[src/sv/cd_sector_to_hunk_mapper_unit_macros.svh]
// ---------------------------------------------------------------------------
// Assertion macros for the sector-to-hunk mapper.
// One form with a reset qualifier and one that is checked during reset too.
// ---------------------------------------------------------------------------
`ifndef CD_SECTOR_TO_HUNK_MAPPER_UNIT_MACROS_SVH
`define CD_SECTOR_TO_HUNK_MAPPER_UNIT_MACROS_SVH

`ifndef NO_ASSERTIONS
`define CSTHM_ASSERT(lbl, ck, rn, prop, msg) \
	lbl: assert property (@(posedge ck) disable iff (!rn) prop) else $error(msg);
`define CSTHM_ASSERT_ALWAYS(lbl, ck, prop, msg) \
	lbl: assert property (@(posedge ck) prop) else $error(msg);
`else
`define CSTHM_ASSERT(lbl, ck, rn, prop, msg)
`define CSTHM_ASSERT_ALWAYS(lbl, ck, prop, msg)
`endif

`endif

[src/sv/csthm_pkg.sv]
// ---------------------------------------------------------------------------
// csthm_pkg
// Types and constants shared by the sector-to-hunk mapper modules.
// ---------------------------------------------------------------------------
`timescale 1ns / 1ps
`default_nettype none

package csthm_pkg;

	localparam int REQUEST_BITS = 16;
	localparam int FRAME_BYTES  = 2448;
	localparam int MAX_CHUNKS   = 32;
	localparam int MAX_PAYLOAD  = 2352;
	localparam int QUEUE_DEPTH  = 2;

	localparam int SECTOR_W = 32;
	localparam int REQ_W    = 16;
	localparam int TRACK_W  = 20;
	localparam int FIH_W    = 8;
	localparam int SKIP_W   = 5;
	localparam int PAY_W    = 12;
	localparam int HUNK_W   = 21;
	localparam int OFFS_W   = 20;
	localparam int CNT_W    = 6;
	localparam int CFG_IDX_W = 3;

	localparam logic [REQ_W-1:0] REQ_MASK = REQ_W'((64'd1 << REQUEST_BITS) - 64'd1);
	localparam logic [FIH_W-1:0] FIH_RESET = FIH_W'(8);
	localparam logic [PAY_W-1:0] PAY_RESET = PAY_W'(2048);

	typedef enum logic [CFG_IDX_W-1:0] {
		CFG_TRACK_ABS_START   = 3'd0,
		CFG_TRACK_FRAMES      = 3'd1,
		CFG_TRACK_IMAGE_START = 3'd2,
		CFG_FRAMES_IN_HUNK    = 3'd3,
		CFG_SKIP_BYTES        = 3'd4,
		CFG_PAYLOAD_BYTES     = 3'd5
	} cfg_idx_t;

	typedef enum logic [2:0] {
		FS_IDLE,
		FS_CHECK,
		FS_PREP,
		FS_DIV,
		FS_MUL,
		FS_PUSH
	} front_state_t;

	typedef struct packed {
		logic [SECTOR_W-1:0] start_sector;
		logic [REQ_W-1:0]    request_bytes;
	} req_t;

	typedef struct packed {
		logic [HUNK_W-1:0] hunk_index;
		logic              fetch_needed;
		logic [OFFS_W-1:0] offset_in_hunk;
		logic [PAY_W-1:0]  chunk_bytes;
		logic [REQ_W-1:0]  bytes_so_far;
		logic              last_chunk;
	} res_t;

	// Effective track settings: frames per hunk is never zero and the
	// payload size is already saturated.
	typedef struct packed {
		logic [TRACK_W-1:0] track_abs_start;
		logic [TRACK_W-1:0] track_frames;
		logic [TRACK_W-1:0] track_image_start;
		logic [FIH_W-1:0]   frames_in_hunk;
		logic [SKIP_W-1:0]  skip_bytes;
		logic [PAY_W-1:0]   payload_bytes;
	} cfg_t;

	typedef struct packed {
		logic              empty;
		logic [HUNK_W-1:0] hunk;
		logic [FIH_W-1:0]  pos;
		logic [OFFS_W-1:0] pos_bytes;
		logic [REQ_W-1:0]  rem;
		logic [CNT_W-1:0]  limit;
	} desc_t;

endpackage

`default_nettype wire

[src/sv/csthm_front.sv]
// ---------------------------------------------------------------------------
// csthm_front
// Accepts a read request, classifies it and finds the first hunk and frame
// position with a one-bit-per-cycle divider.
// ---------------------------------------------------------------------------
`timescale 1ns / 1ps
`default_nettype none

module csthm_front (
	input  wire logic                clk,
	input  wire logic                arst_n,
	input  wire logic                push,
	output logic                     full,
	input  wire csthm_pkg::req_t     req_data,
	input  wire csthm_pkg::cfg_t     cfg,
	output logic                     q_push,
	input  wire logic                q_full,
	output csthm_pkg::desc_t         q_data
);

	localparam int HW = csthm_pkg::HUNK_W;
	localparam int FW = csthm_pkg::FIH_W;
	localparam int TW = csthm_pkg::TRACK_W;
	localparam int SW = csthm_pkg::SECTOR_W;

	csthm_pkg::front_state_t state_q, state_nxt;

	logic [SW-1:0]                 start_q;
	logic [csthm_pkg::REQ_W-1:0]   rem_q;
	logic [TW-1:0]                 off_q;
	logic                          empty_q;
	logic [csthm_pkg::CNT_W-1:0]   limit_q;
	logic [HW-1:0]                 dvd_q;
	logic [FW-1:0]                 part_q;
	logic [4:0]                    step_q;
	logic [csthm_pkg::OFFS_W-1:0]  posb_q;

	logic          accept;
	logic [SW:0]   diff;
	logic          outside;
	logic          empty_nxt;
	logic [HW-1:0] frame;
	logic [TW-1:0] avail;
	logic [FW:0]   trial;
	logic          ge;
	logic [FW:0]   trial_sub;

	assign accept = push && !full;

	// The sector lies before the track when the subtraction borrows.
	assign diff      = {1'b0, start_q} - {(SW + 1 - TW)'(0), cfg.track_abs_start};
	assign outside   = diff[SW] || (diff[SW-1:0] >= {(SW - TW)'(0), cfg.track_frames});
	assign empty_nxt = outside || (rem_q == '0) || (cfg.payload_bytes == '0);

	assign frame = {1'b0, cfg.track_image_start} + {1'b0, off_q};
	assign avail = cfg.track_frames - off_q;

	assign trial     = {part_q, dvd_q[HW-1]};
	assign ge        = trial >= {1'b0, cfg.frames_in_hunk};
	assign trial_sub = trial - {1'b0, cfg.frames_in_hunk};

	always_comb begin
		state_nxt = state_q;
		case (state_q)
			csthm_pkg::FS_IDLE: begin
				if (accept) state_nxt = csthm_pkg::FS_CHECK;
			end
			csthm_pkg::FS_CHECK: begin
				state_nxt = empty_nxt ? csthm_pkg::FS_PUSH : csthm_pkg::FS_PREP;
			end
			csthm_pkg::FS_PREP: state_nxt = csthm_pkg::FS_DIV;
			csthm_pkg::FS_DIV: begin
				if (step_q == '0) state_nxt = csthm_pkg::FS_MUL;
			end
			csthm_pkg::FS_MUL: state_nxt = csthm_pkg::FS_PUSH;
			csthm_pkg::FS_PUSH: begin
				if (!q_full) state_nxt = csthm_pkg::FS_IDLE;
			end
			default: state_nxt = csthm_pkg::FS_IDLE;
		endcase
	end

	always_comb begin
		full   = (state_q != csthm_pkg::FS_IDLE);
		q_push = (state_q == csthm_pkg::FS_PUSH) && !q_full;
	end

	always_ff @(posedge clk or negedge arst_n) begin
		if (!arst_n) begin
			state_q <= csthm_pkg::FS_IDLE;
		end else begin
			state_q <= state_nxt;
		end
	end

	always_ff @(posedge clk) begin
		case (state_q)
			csthm_pkg::FS_IDLE: begin
				if (accept) begin
					start_q <= req_data.start_sector;
					rem_q   <= req_data.request_bytes & csthm_pkg::REQ_MASK;
				end
			end
			csthm_pkg::FS_CHECK: begin
				off_q   <= diff[TW-1:0];
				empty_q <= empty_nxt;
			end
			csthm_pkg::FS_PREP: begin
				dvd_q   <= frame;
				part_q  <= '0;
				step_q  <= 5'(HW - 1);
				limit_q <= (avail >= TW'(csthm_pkg::MAX_CHUNKS)) ?
					csthm_pkg::CNT_W'(csthm_pkg::MAX_CHUNKS) : avail[csthm_pkg::CNT_W-1:0];
			end
			csthm_pkg::FS_DIV: begin
				// Restoring division: the quotient shifts in where the dividend leaves.
				part_q <= ge ? trial_sub[FW-1:0] : trial[FW-1:0];
				dvd_q  <= {dvd_q[HW-2:0], ge};
				step_q <= step_q - 5'd1;
			end
			csthm_pkg::FS_MUL: begin
				posb_q <= csthm_pkg::OFFS_W'(part_q) *
					csthm_pkg::OFFS_W'(csthm_pkg::FRAME_BYTES);
			end
			default: ;
		endcase
	end

	always_comb begin
		q_data           = '0;
		q_data.empty     = empty_q;
		q_data.rem       = rem_q;
		if (!empty_q) begin
			q_data.hunk      = dvd_q;
			q_data.pos       = part_q;
			q_data.pos_bytes = posb_q;
			q_data.limit     = limit_q;
		end
	end

endmodule

`default_nettype wire

[src/sv/csthm_queue.sv]
// ---------------------------------------------------------------------------
// csthm_queue
// Short descriptor queue between the front and the back.
// ---------------------------------------------------------------------------
`timescale 1ns / 1ps
`default_nettype none

`include "cd_sector_to_hunk_mapper_unit_macros.svh"

module csthm_queue #(
	parameter int DEPTH = csthm_pkg::QUEUE_DEPTH
) (
	input  wire logic              clk,
	input  wire logic              arst_n,
	input  wire logic              push,
	output logic                   full,
	input  wire csthm_pkg::desc_t  wr_data,
	input  wire logic              pop,
	output logic                   empty,
	output csthm_pkg::desc_t       rd_data
);

	localparam int PtrW = (DEPTH > 1) ? $clog2(DEPTH) : 1;
	localparam int CntW = $clog2(DEPTH + 1);

	csthm_pkg::desc_t mem_q [DEPTH];
	logic [PtrW-1:0]  wr_ptr_q, rd_ptr_q;
	logic [CntW-1:0]  count_q;
	logic             do_push, do_pop;

	assign full    = (count_q == CntW'(DEPTH));
	assign empty   = (count_q == '0);
	assign do_push = push && !full;
	assign do_pop  = pop && !empty;
	assign rd_data = mem_q[rd_ptr_q];

	always_ff @(posedge clk) begin
		if (do_push) mem_q[wr_ptr_q] <= wr_data;
	end

	always_ff @(posedge clk or negedge arst_n) begin
		if (!arst_n) begin
			wr_ptr_q <= '0;
			rd_ptr_q <= '0;
			count_q  <= '0;
		end else begin
			if (do_push) begin
				wr_ptr_q <= (wr_ptr_q == PtrW'(DEPTH - 1)) ? '0 : wr_ptr_q + 1'b1;
			end
			if (do_pop) begin
				rd_ptr_q <= (rd_ptr_q == PtrW'(DEPTH - 1)) ? '0 : rd_ptr_q + 1'b1;
			end
			if (do_push && !do_pop) begin
				count_q <= count_q + 1'b1;
			end else if (do_pop && !do_push) begin
				count_q <= count_q - 1'b1;
			end
		end
	end

	`CSTHM_ASSERT_ALWAYS(a_count_bound, clk, count_q <= CntW'(DEPTH), "queue count above depth")
	`CSTHM_ASSERT(a_no_overflow, clk, arst_n, !(push && full), "push into a full queue")
	`CSTHM_ASSERT(a_pop_drains, clk, arst_n, (do_pop && !do_push) |=> (count_q == $past(count_q) - 1'b1), "pop did not drain")

endmodule

`default_nettype wire

[src/sv/csthm_back.sv]
// ---------------------------------------------------------------------------
// csthm_back
// Walks one descriptor sector by sector and emits a chunk per cycle into the
// result register while it is empty or popped, keeping the one-entry hunk tag.
// ---------------------------------------------------------------------------
`timescale 1ns / 1ps
`default_nettype none

`include "cd_sector_to_hunk_mapper_unit_macros.svh"

module csthm_back (
	input  wire logic              clk,
	input  wire logic              arst_n,
	input  wire csthm_pkg::cfg_t   cfg,
	input  wire logic              cfg_wr,
	input  wire csthm_pkg::desc_t  q_data,
	input  wire logic              q_empty,
	output logic                   q_pop,
	output csthm_pkg::res_t        res_data,
	output logic                   empty,
	input  wire logic              pop
);

	localparam int RW = csthm_pkg::REQ_W;
	localparam int FW = csthm_pkg::FIH_W;
	localparam int CW = csthm_pkg::CNT_W;

	logic                          active_q;
	logic                          empty_run_q;
	logic [csthm_pkg::HUNK_W-1:0]  hunk_q;
	logic [FW-1:0]                 pos_q;
	logic [csthm_pkg::OFFS_W-1:0]  posb_q;
	logic [RW-1:0]                 rem_q;
	logic [RW-1:0]                 total_q;
	logic [CW-1:0]                 cnt_q;
	logic [CW-1:0]                 limit_q;
	logic                          out_valid_q;
	csthm_pkg::res_t               out_q;
	logic [csthm_pkg::HUNK_W-1:0]  tag_q;
	logic                          tag_valid_q;

	logic            emit;
	logic [RW-1:0]   pay16;
	logic [RW-1:0]   want;
	logic [RW-1:0]   rem_after;
	logic [CW-1:0]   cnt_inc;
	logic            wrap;
	csthm_pkg::res_t nxt_res;

	assign emit  = active_q && (!out_valid_q || pop);
	assign q_pop = !active_q && !q_empty;

	assign pay16     = {(RW - csthm_pkg::PAY_W)'(0), cfg.payload_bytes};
	assign want      = (rem_q < pay16) ? rem_q : pay16;
	assign rem_after = rem_q - want;
	assign cnt_inc   = cnt_q + 1'b1;
	assign wrap      = ({1'b0, pos_q} + 1'b1) == {1'b0, cfg.frames_in_hunk};

	always_comb begin
		nxt_res = '0;
		nxt_res.last_chunk = 1'b1;
		if (!empty_run_q) begin
			nxt_res.hunk_index     = hunk_q;
			nxt_res.fetch_needed   = !tag_valid_q || (tag_q != hunk_q);
			nxt_res.offset_in_hunk = posb_q +
				{(csthm_pkg::OFFS_W - csthm_pkg::SKIP_W)'(0), cfg.skip_bytes};
			nxt_res.chunk_bytes    = want[csthm_pkg::PAY_W-1:0];
			nxt_res.bytes_so_far   = (total_q + want) & csthm_pkg::REQ_MASK;
			// The run ends when the bytes are used up, at the track end or at
			// the chunk limit; the limit already covers the track end.
			nxt_res.last_chunk     = (rem_after == '0) || (cnt_inc == limit_q);
		end
	end

	assign empty    = !out_valid_q;
	assign res_data = out_q;

	always_ff @(posedge clk or negedge arst_n) begin
		if (!arst_n) begin
			active_q    <= 1'b0;
			out_valid_q <= 1'b0;
			tag_valid_q <= 1'b0;
			tag_q       <= '0;
		end else begin
			if (q_pop) begin
				active_q <= 1'b1;
			end else if (emit && nxt_res.last_chunk) begin
				active_q <= 1'b0;
			end
			if (emit) begin
				out_valid_q <= 1'b1;
			end else if (pop) begin
				out_valid_q <= 1'b0;
			end
			if (emit && !empty_run_q) begin
				tag_q <= hunk_q;
			end
			if (cfg_wr) begin
				tag_valid_q <= 1'b0;
			end else if (emit && !empty_run_q) begin
				tag_valid_q <= 1'b1;
			end
		end
	end

	always_ff @(posedge clk) begin
		if (q_pop) begin
			empty_run_q <= q_data.empty;
			hunk_q      <= q_data.hunk;
			pos_q       <= q_data.pos;
			posb_q      <= q_data.pos_bytes;
			rem_q       <= q_data.rem;
			limit_q     <= q_data.limit;
			total_q     <= '0;
			cnt_q       <= '0;
		end else if (emit) begin
			rem_q   <= rem_after;
			total_q <= total_q + want;
			cnt_q   <= cnt_inc;
			if (wrap) begin
				pos_q  <= '0;
				posb_q <= '0;
				hunk_q <= hunk_q + 1'b1;
			end else begin
				pos_q  <= pos_q + 1'b1;
				posb_q <= posb_q + csthm_pkg::OFFS_W'(csthm_pkg::FRAME_BYTES);
			end
		end
		if (emit) begin
			out_q <= nxt_res;
		end
	end

	`CSTHM_ASSERT(a_last_ends_run, clk, arst_n, (emit && nxt_res.last_chunk) |=> !active_q, "run continued after last chunk")
	`CSTHM_ASSERT(a_chunk_limit, clk, arst_n, (active_q && !empty_run_q) |-> (cnt_q < limit_q), "chunk count passed the limit")
	`CSTHM_ASSERT(a_tag_follows, clk, arst_n, (emit && !empty_run_q && !cfg_wr) |=> (tag_valid_q && (tag_q == $past(hunk_q))), "hunk tag did not follow the chunk")

endmodule

`default_nettype wire

[src/sv/cd_sector_to_hunk_mapper_unit.sv]
// ---------------------------------------------------------------------------
// cd_sector_to_hunk_mapper_unit
// Splits a sector read request into per-sector chunk descriptors with hunk
// index, cached-tag miss flag, offset in hunk and running byte count.
//
//   Channel   Direction  Handshake               Payload
//   request   in         push / full            req_data (start, byte count)
//   result    out        empty / pop            res_data (one chunk)
//   config    in         cfg_valid / cfg_ready  cfg_index, cfg_data
//
// The front takes one request at a time: check, prepare, a 21-step serial divide
// by frames per hunk, one multiply and hand-off, which waits while the queue is
// full; an empty request skips prepare, divide and multiply. The back emits one
// chunk per cycle while its result register is free or popped, up to 32 per
// request, and works on one request while the front works on the next.
// Reset is asynchronous: the queue empties, the hunk tag becomes invalid and
// the registers take their reset values; no clearing pass follows.
// full stays high while the front is busy; the back waits while a result
// sits unpopped.
// ---------------------------------------------------------------------------
`timescale 1ns / 1ps
`default_nettype none

module cd_sector_to_hunk_mapper_unit #(
	parameter int QUEUE_DEPTH = csthm_pkg::QUEUE_DEPTH
) (
	input  wire logic                              clk,
	input  wire logic                              arst_n,
	input  wire logic                              push,
	output logic                                   full,
	input  wire csthm_pkg::req_t                   req_data,
	output logic                                   empty,
	input  wire logic                              pop,
	output csthm_pkg::res_t                        res_data,
	input  wire logic                              cfg_valid,
	output logic                                   cfg_ready,
	input  wire logic [csthm_pkg::CFG_IDX_W-1:0]   cfg_index,
	input  wire logic [csthm_pkg::TRACK_W-1:0]     cfg_data
);

	logic [csthm_pkg::TRACK_W-1:0] trk_base_q;
	logic [csthm_pkg::TRACK_W-1:0] frames_q;
	logic [csthm_pkg::TRACK_W-1:0] image_start_q;
	logic [csthm_pkg::FIH_W-1:0]   fih_q;
	logic [csthm_pkg::SKIP_W-1:0]  skip_q;
	logic [csthm_pkg::PAY_W-1:0]   pay_q;

	logic             cfg_fire;
	logic             cfg_wr;
	csthm_pkg::cfg_t  cfg;

	logic             q_push, q_full, q_pop, q_empty;
	csthm_pkg::desc_t q_wr_data, q_rd_data;

	assign cfg_ready = 1'b1;
	assign cfg_fire  = cfg_valid && cfg_ready;

	// Writes outside the register list are dropped and leave the tag alone.
	always_comb begin
		case (csthm_pkg::cfg_idx_t'(cfg_index))
			csthm_pkg::CFG_TRACK_ABS_START,
			csthm_pkg::CFG_TRACK_FRAMES,
			csthm_pkg::CFG_TRACK_IMAGE_START,
			csthm_pkg::CFG_FRAMES_IN_HUNK,
			csthm_pkg::CFG_SKIP_BYTES,
			csthm_pkg::CFG_PAYLOAD_BYTES: cfg_wr = cfg_fire;
			default: cfg_wr = 1'b0;
		endcase
	end

	always_ff @(posedge clk or negedge arst_n) begin
		if (!arst_n) begin
			trk_base_q    <= '0;
			frames_q      <= '0;
			image_start_q <= '0;
			fih_q         <= csthm_pkg::FIH_RESET;
			skip_q        <= '0;
			pay_q         <= csthm_pkg::PAY_RESET;
		end else if (cfg_fire) begin
			case (csthm_pkg::cfg_idx_t'(cfg_index))
				csthm_pkg::CFG_TRACK_ABS_START:   trk_base_q    <= cfg_data;
				csthm_pkg::CFG_TRACK_FRAMES:      frames_q      <= cfg_data;
				csthm_pkg::CFG_TRACK_IMAGE_START: image_start_q <= cfg_data;
				csthm_pkg::CFG_FRAMES_IN_HUNK:    fih_q  <= cfg_data[csthm_pkg::FIH_W-1:0];
				csthm_pkg::CFG_SKIP_BYTES:        skip_q <= cfg_data[csthm_pkg::SKIP_W-1:0];
				csthm_pkg::CFG_PAYLOAD_BYTES:     pay_q  <= cfg_data[csthm_pkg::PAY_W-1:0];
				default: ;
			endcase
		end
	end

	always_comb begin
		cfg.track_abs_start   = trk_base_q;
		cfg.track_frames      = frames_q;
		cfg.track_image_start = image_start_q;
		cfg.frames_in_hunk    = (fih_q == '0) ? csthm_pkg::FIH_W'(1) : fih_q;
		cfg.skip_bytes        = skip_q;
		cfg.payload_bytes     = (pay_q > csthm_pkg::PAY_W'(csthm_pkg::MAX_PAYLOAD)) ?
			csthm_pkg::PAY_W'(csthm_pkg::MAX_PAYLOAD) : pay_q;
	end

	csthm_front u_front (
		.clk      (clk),
		.arst_n   (arst_n),
		.push     (push),
		.full     (full),
		.req_data (req_data),
		.cfg      (cfg),
		.q_push   (q_push),
		.q_full   (q_full),
		.q_data   (q_wr_data)
	);

	csthm_queue #(
		.DEPTH (QUEUE_DEPTH)
	) u_queue (
		.clk     (clk),
		.arst_n  (arst_n),
		.push    (q_push),
		.full    (q_full),
		.wr_data (q_wr_data),
		.pop     (q_pop),
		.empty   (q_empty),
		.rd_data (q_rd_data)
	);

	csthm_back u_back (
		.clk      (clk),
		.arst_n   (arst_n),
		.cfg      (cfg),
		.cfg_wr   (cfg_wr),
		.q_data   (q_rd_data),
		.q_empty  (q_empty),
		.q_pop    (q_pop),
		.res_data (res_data),
		.empty    (empty),
		.pop      (pop)
	);

endmodule

`default_nettype wire

[config.mk]
export PLATFORM = sky130hd
export DESIGN_NAME = cd_sector_to_hunk_mapper_unit
export DESIGN_NICKNAME = d
export VERILOG_FILES = /design/src/sv/csthm_pkg.sv /design/src/sv/csthm_front.sv /design/src/sv/csthm_queue.sv /design/src/sv/csthm_back.sv /design/src/sv/cd_sector_to_hunk_mapper_unit.sv
export VERILOG_INCLUDE_DIRS = /design/src /design/src/sv
export SDC_FILE = /design/constraint.sdc
export NUM_CORES = 1
export LEC_CHECK = 0
export ABC_CLOCK_PERIOD_IN_PS = 7900
export BUFFER_PORTS_ARGS = -buffer_cell sky130_fd_sc_hd__buf_4
export CAP_MARGIN = 25
export CORE_ASPECT_RATIO = 0.6
export CORE_UTILIZATION = 45
export CTS_CLUSTER_SIZE = 8
export DETAILED_ROUTE_END_ITERATION = 16
export PLACE_DENSITY_LB_ADDON = 0.05
export REMOVE_ABC_BUFFERS = 1
export SYNTH_ARGS = -nofsm -noshare
export SYNTH_HDL_FRONTEND = slang
export SYNTH_HIERARCHICAL = 1
export SYNTH_SLANG_ARGS = --single-unit
[constraint.sdc]
create_clock -name clk -period 7.9 [get_ports clk]
set_input_delay 1.58 -clock clk [delete_from_list [all_inputs] [get_ports clk]]
set_output_delay 1.58 -clock clk [all_outputs]
set_load 0.05 [all_outputs]
==> results of run 1 <==
## synth_stat cells (all sizes together) (29+ instances only)
library cell / n / area, um2
mux2: 180 / 2440
nand2: 144 / 541
buf: 30 / 313
nand3: 63 / 315
nor2b: 104 / 658
xor2: 78 / 683
clkbuf: 60 / 225
o21ai: 137 / 689
xnor2: 94 / 823
a21o: 29 / 218
edfxtp: 412 / 12400
inv: 179 / 672
a21oi: 102 / 522
dfrtp: 114 / 2850
nor2: 155 / 582
ha: 174 / 2180
## critical path, delay by kind of cell (launching register included)
family | cells | cell delay, ns
buf+inv | 2 | 0.34
fa+ha+maj | 3 | 0.97
flops | 1 | 0.42
compound gates | 12 | 2.91
mux | 1 | 0.40
simple gates | 3 | 0.50
## cell type report
| class | count | area [um2] |
|---|---|---|
| Clock buffer | 138 | 2210 |
| Clock inverter | 8 | 150 |
| Fill cell | 5628 | 30800 |
| Inverter | 180 | 677 |
| Multi-Input combinational cell | 1650 | 12800 |
| Sequential cell | 550 | 15700 |
| Tap cell | 851 | 1060 |
| Timing Repair Buffer | 179 | 1420 |
## worst max path at each step
stage / startpoint / endpoint / slack, ns / cells past startpoint
finish: pay_q[9] / u_back/active_q / 2.22 / 21
global route: pay_q[9] / u_back/active_q / 1.90 / 21
CTS: pay_q[9] / u_back/active_q / 2.25 / 21
detailed placement: pay_q[9] / u_back/active_q / 2.33 / 21
global placement: pay_q[9] / u_back/res_data[15] / 2.34 / 21
floorplan: pay_q[5] / u_back/res_data[15] / 2.35 / 20
## sequential cells by signal, indices dropped and copies added (netlist names), 12 cells and up
signal           cells
frames_q            20
image_start_q       20
trk_base_q          20
pay_q               12
u_back/rem_q        16
u_back/res_data     71
u_front/posb_q      16
u_queue/mem_q      144
u_back/posb_q       20
u_back/tag_q        21
u_front/start_q     32
u_front/off_q       20
u_front/dvd_q       21
u_back/hunk_q       21
u_back/total_q      16
u_front/rem_q       16
## cells by family (layout without fill, tap and decap cells)
logic type / Yosys count / in the layout
buffers and inverters: 270 / 505
XOR/XNOR: 172 / 172
flip-flops: 550 / 550
multiplexers: 201 / 201
other: 3 / 8
AO/OA/AOI/OAI: 430 / 430
adder cells (fa/ha/maj): 189 / 189
AND/OR/NAND/NOR: 650 / 650
## report_power, final
group	switching (mW)	total [mW]	internal [mW]
Sequential	0.667	4.94	4.27
Clock	1.30	3.20	1.90
Combinational	3.33	5.60	2.27
Total	5.29	13.7	8.44
## metrics by stage
stage,util [%],hold slack (ns),cells
2_1_floorplan,-,0.438,2380
3_3_place_gp,48.7,0.450,3404
3_5_place_dp,48.8,0.465,3406
4_1_cts,52.4,0.471,3552
5_1_grt,52.6,0.490,3556
6_report,52.6,0.469,3556
## metal layers
metal,vias to the layer above,GRT usage (%),wire (um)
met3,101,3.24,3220
met1,9381,36.1,40100
met5,-,0,0
met2,468,27.9,26800
met4,0,5.05,1170
li1,9274,-,-
## cell usage in the layout, fill, tap and decap left out, types with 25 or more instances in the layout
cell,count
xnor2_1,94
inv_1,178
o21ai_0,87
nand3_1,63
nand4_1,25
nor2_1,153
dfrtp_1,113
nor2b_1,101
o21ai_1,49
mux2_2,57
nor3_1,26
xor2_1,78
clkbuf_1,58
edfxtp_1,412
a21o_1,29
ha_1,174
a21oi_1,99
nand2_1,143
buf_4,174
mux2_4,109
clkbuf_16,79
==> flow_summary.toml, run 1 <==
[clock_network]
cts_root_buffer = "clkbuf_16"
clk_pin_slew_ns = 0.06
htreeDepth = 3
cts_setup_buffers = 0
post_cts_resize_count = 0
cts_tree = "done"
cts_buffers = 79
hold_buffers = 0
ctsLongestPathBuffers = 3
numClockSinks = 550
clkLatencyLatePin_ns = 0.64

[setup_path]
start_kind = "flip-flop"
cpMaxStageDelayCell = "a211oi_1"
critPathMaxStageDelay_ns = 0.47
ff2ff_setup_slack_ns = 2.22
r2r_cells = 21
r2r-end = "u_back/active_q"
required_ns = 8.40
worstPathMaxFanout = 12
critPathArrivalTime_ns = 6.19
path_class = "flip-flop to flip-flop"
worstPathCellList = "a311o_1, a211oi_1, inv_1, ha_1, a21o_1, a21oi_1, o21ai_1, a31o_2, a21oi_1, buf_4, mux2_2, ha_1, fa_1, nor2b_1, o31ai_1, a22oi_2, nor4_1, a311oi_1, nand3_1, o31ai_4, a21oi_1"
worst_setup_path_end_kind = "flip-flop"
critPathMostFrequentCell = "a21oi_1"
reg2reg_from = "pay_q[9]"

[final_layout]
fin_area_um2 = 34100
synthToLayoutAreaGrowth_pct = 14.7
nets = 2905
drive_above_1_share_pct = 17.7
antenna_cells = 0

[pwr]
leakagePower_nw = 13.8
ir_drop_mv = 0.196
powerDensity_nw_per_um2 = 403
p_total_mw = 13.7

[min_path]
hold_depth = 2
hold_end = "u_back/total_q[10]"
hold_class = "flip-flop to flip-flop"
min_from = "u_back/total_q[10]"

[sta]
rsz0062_at_grt = "false"
finClkSkew_ns = 0.0217
fin_crit_sh_pct = 71.9
min_period_ns = 5.68
maxSlewViolCount = 0
tightest_slew_ns = 0.982
fmax_mhz = 176
hold_viol = 0
relSlewSlack_pct = 34.5
tns_ns = 0
setup_viol_count_final = 0
fin_ws_ns = 2.22

[drt]
first_pass_iters = 5
drt_wl_total_um = 71300
drc_errors = 0
detail-route-antenna-nets = 0
via_per_inst = 5.41
via_count = 19224
drt_iter0_markers = 1428
routedWlPerCell_um = 20.1

[floorplanning]
die_x_um = 334
placementRows = 72
ios = 150
core_um2 = 64900
die_h_um = 201
dieArea_um2 = 67100
start_util_pct = 45.8

[place]
gp_congestion = 0.857
placed_area_um2 = 31600
dp.final_hpwl_um = 51700
io_buffer_count = 148
place_ws_ns = 2.33

[global_routing]
grt_pass1_vias = 18814
grt_max_degree = 80
antenna_found_initial = 0
grt_first_pass_wirelength_um = 111000
grt_usage_pct = 21.4
overflow = 0

[synthesis]
synth_top_family_by_area = "simple AND/OR/NAND/NOR gates"
synth.avg_cell_area_um2 = 12.1
synth_mux_area_share_pct = 8.91
synth-seq-cells = 550
yosys.cell_types.count = 98
ys_async_sr_fraction_pct = 21.1
synth_xor_area_share_pct = 5.07
yosys_most_used_dff = "edfxtp_1"
yosys.area_share.simple_pct = 11.2
synth_edf_count = 412
ys_seq_area_share_pct = 52.9
ys_warn_count = 6
synth_compound_area_share_pct = 9.43
synth_area_um2 = 29700
synth_adder_area_share_pct = 8.34
syn-instance-count = 2465

[job]
maxCapViolCount = 0

[status]
outcome = "finished, final reports clean"
(Power assumes the default switching activity.)
==> run 2, diff against run 1 <==
--- a/config.mk
+++ b/config.mk
@@ -6,7 +6,7 @@
 export SDC_FILE = /design/constraint.sdc
 export NUM_CORES = 1
 export LEC_CHECK = 0
-export ABC_CLOCK_PERIOD_IN_PS = 7900
+export ABC_CLOCK_PERIOD_IN_PS = 5300
 export BUFFER_PORTS_ARGS = -buffer_cell sky130_fd_sc_hd__buf_4
 export CAP_MARGIN = 25
 export CORE_ASPECT_RATIO = 0.6
==> constraint.sdc (replaced) <==
create_clock -name clk -period 5.3 [get_ports clk]
set_input_delay 1.06 -clock clk [delete_from_list [all_inputs] [get_ports clk]]
set_output_delay 1.06 -clock clk [all_outputs]
set_load 0.05 [all_outputs]
==> run 2 against run 1 <==
Compared with the run above: combinational power up 53%; cell area up 0.64%; critical path depth down 1; non-clock buffer count up 28; count of clock-buffer cells in the layout unchanged; global-route usage up 0.69 points; fmax up 12%; final cell count up 0.76%; register-to-register slack worse by 2.0 ns; worst hold slack worse by 0.0033 ns; sequential power up 49%; largest cell class unchanged; highest routed layer unchanged.
==> flow_summary.toml, run 2 (synthesized netlist as in run 1, its figures left out) <==
[floorplanning]
die_x_um = 334
die_h_um = 201
ios = 150
start_util_pct = 45.8
core_um2 = 64900
placementRows = 72
dieArea_um2 = 67100

[min_path]
hold_class = "flip-flop to flip-flop"

[sta]
min_period_ns = 5.09
fin_crit_sh_pct = 96.1
hold_viol = 0
tns_ns = 0
rsz0062_at_grt = "false"
setup_viol_count_final = 0
relSlewSlack_pct = 37.6
maxSlewViolCount = 0
fmax_mhz = 196
finClkSkew_ns = 0.0266
tightest_slew_ns = 0.936

[global_routing]
grt_max_degree = 80
grt_pass1_vias = 19078
grt_usage_pct = 22.1
antenna_found_initial = 1
grt_first_pass_wirelength_um = 114000
overflow = 0

[pwr]
powerDensity_nw_per_um2 = 602
ir_drop_mv = 0.247
leakagePower_nw = 13.9

[clock_network]
htreeDepth = 3
clk_pin_slew_ns = 0.05
numClockSinks = 550
cts_setup_buffers = 0
cts_tree = "done"
ctsLongestPathBuffers = 3
cts_root_buffer = "clkbuf_16"
cts_buffers = 78
clkLatencyLatePin_ns = 0.64

[setup_path]
required_ns = 5.64
worstPathMaxFanout = 3
critPathArrivalTime_ns = 5.43
worst_setup_path_end_kind = "flip-flop"
path_class = "flip-flop to flip-flop"
start_kind = "flip-flop"

[status]
outcome = "finished, final reports clean"

[final_layout]
mostFrequentLayoutCell = "edfxtp_1"
fillers = 5643
synthToLayoutAreaGrowth_pct = 15.4
nets = 2932
largest_register = "u_queue/mem_q"
final_cell_count_no_fill = 3583
antenna_cells = 0
drive_above_1_share_pct = 18.9
final_cell_mix = "412 x edfxtp_1, 201 x buf_4, 178 x inv_1"
largest_register_ffs = 144

[drt]
via_count = 19363
routedWlPerCell_um = 20.5
via_per_inst = 5.40
detail-route-antenna-nets = 0
first_pass_iters = 5
drc_errors = 0
drt_iter0_markers = 1239
drt_wl_total_um = 73500

[place]
gp_congestion = 0.871
dp.final_hpwl_um = 53600
io_buffer_count = 148
place_inst = 3435

[job]
maxCapViolCount = 0
run 2: changes by cell type in the layout (fill, tap and decap cells not counted), sizes merged:
cell    change
buf        +28
clkinv      -1
run 2: worst paths after layout:
check	from	to	slack (ns)	cells past startpoint
max in group asynchronous	arst_n	fih_q[3]	3.88	2
hold / removal	u_back/total_q[13]	u_back/total_q[13]	0.47	2
min in group asynchronous	arst_n	u_back/tag_q[20]	0.49	1
setup / recovery	pay_q[5]	u_back/res_data[13]	0.21	20
setup reg to reg	pay_q[5]	u_back/res_data[13]	0.21	20
hold reg to reg	u_back/total_q[13]	u_back/total_q[13]	0.47	2
run 2: metal layers:
| layer | GRT usage [%] | wire (um) | vias to the layer above |
|---|---|---|---|
| met2 | 28.1 | 27200 | 453 |
| met3 | 4.54 | 3790 | 93 |
| li1 | - | - | 9329 |
| met5 | 0 | 0 | - |
| met4 | 5.29 | 1330 | 0 |
| met1 | 37.0 | 41100 | 9488 |
run 2: metrics by stage:
step	setup slack [ns]	area [um2]	hold slack, ns	power (mW)	utilization (%)
final	0.208	34300	0.466	20.7	52.9
after global routing	0.0103	34300	0.480	21.9	52.9
after CTS	0.0297	34200	0.462	20.7	52.7
after detailed placement	0.0464	31900	0.453	15.9	49.1
after global placement	0.00169	31800	0.451	15.7	49.1
after floorplan	-0.247	29200	0.438	13.4	-
run 2: repair_timing:
action                     4_1_cts  5_1_grt
hold buffers                     0        0
setup endpoints to repair        0       15
gates resized for setup          0       16
run 2: cell type report:
type	count	area [um2]	area share [%]
sequential	550	15700	45.8
multi-input combinational	1650	12900	37.6
clock buffer	138	2180	6.35
timing repair buffer	207	1610	4.71
tap	851	1060	3.10
inverter	180	677	1.97
clock inverter	7	141	0.412
run 2: report_power, final:
group / switching [mW] / internal, mW
Clock: 1.93 / 2.79
Combinational: 5.09 / 3.50
Sequential: 0.980 / 6.37
Total: 8.00 / 12.7
run 2: critical path, stage by stage (launching register included):
cell,delay (ns)
dfrtp_1,0.37
a311o_1,0.40
a211oi_2,0.29
inv_1,0.07
ha_1,0.29
a21o_1,0.16
a21oi_1,0.18
o21ai_1,0.10
a31o_2,0.27
a21oi_4,0.17
mux2_2,0.40
ha_1,0.22
fa_1,0.42
a211oi_2,0.24
o21bai_1,0.14
a211oi_1,0.28
nor2_1,0.13
o41ai_2,0.28
buf_4,0.17
xor2_1,0.17
nor2_1,0.06
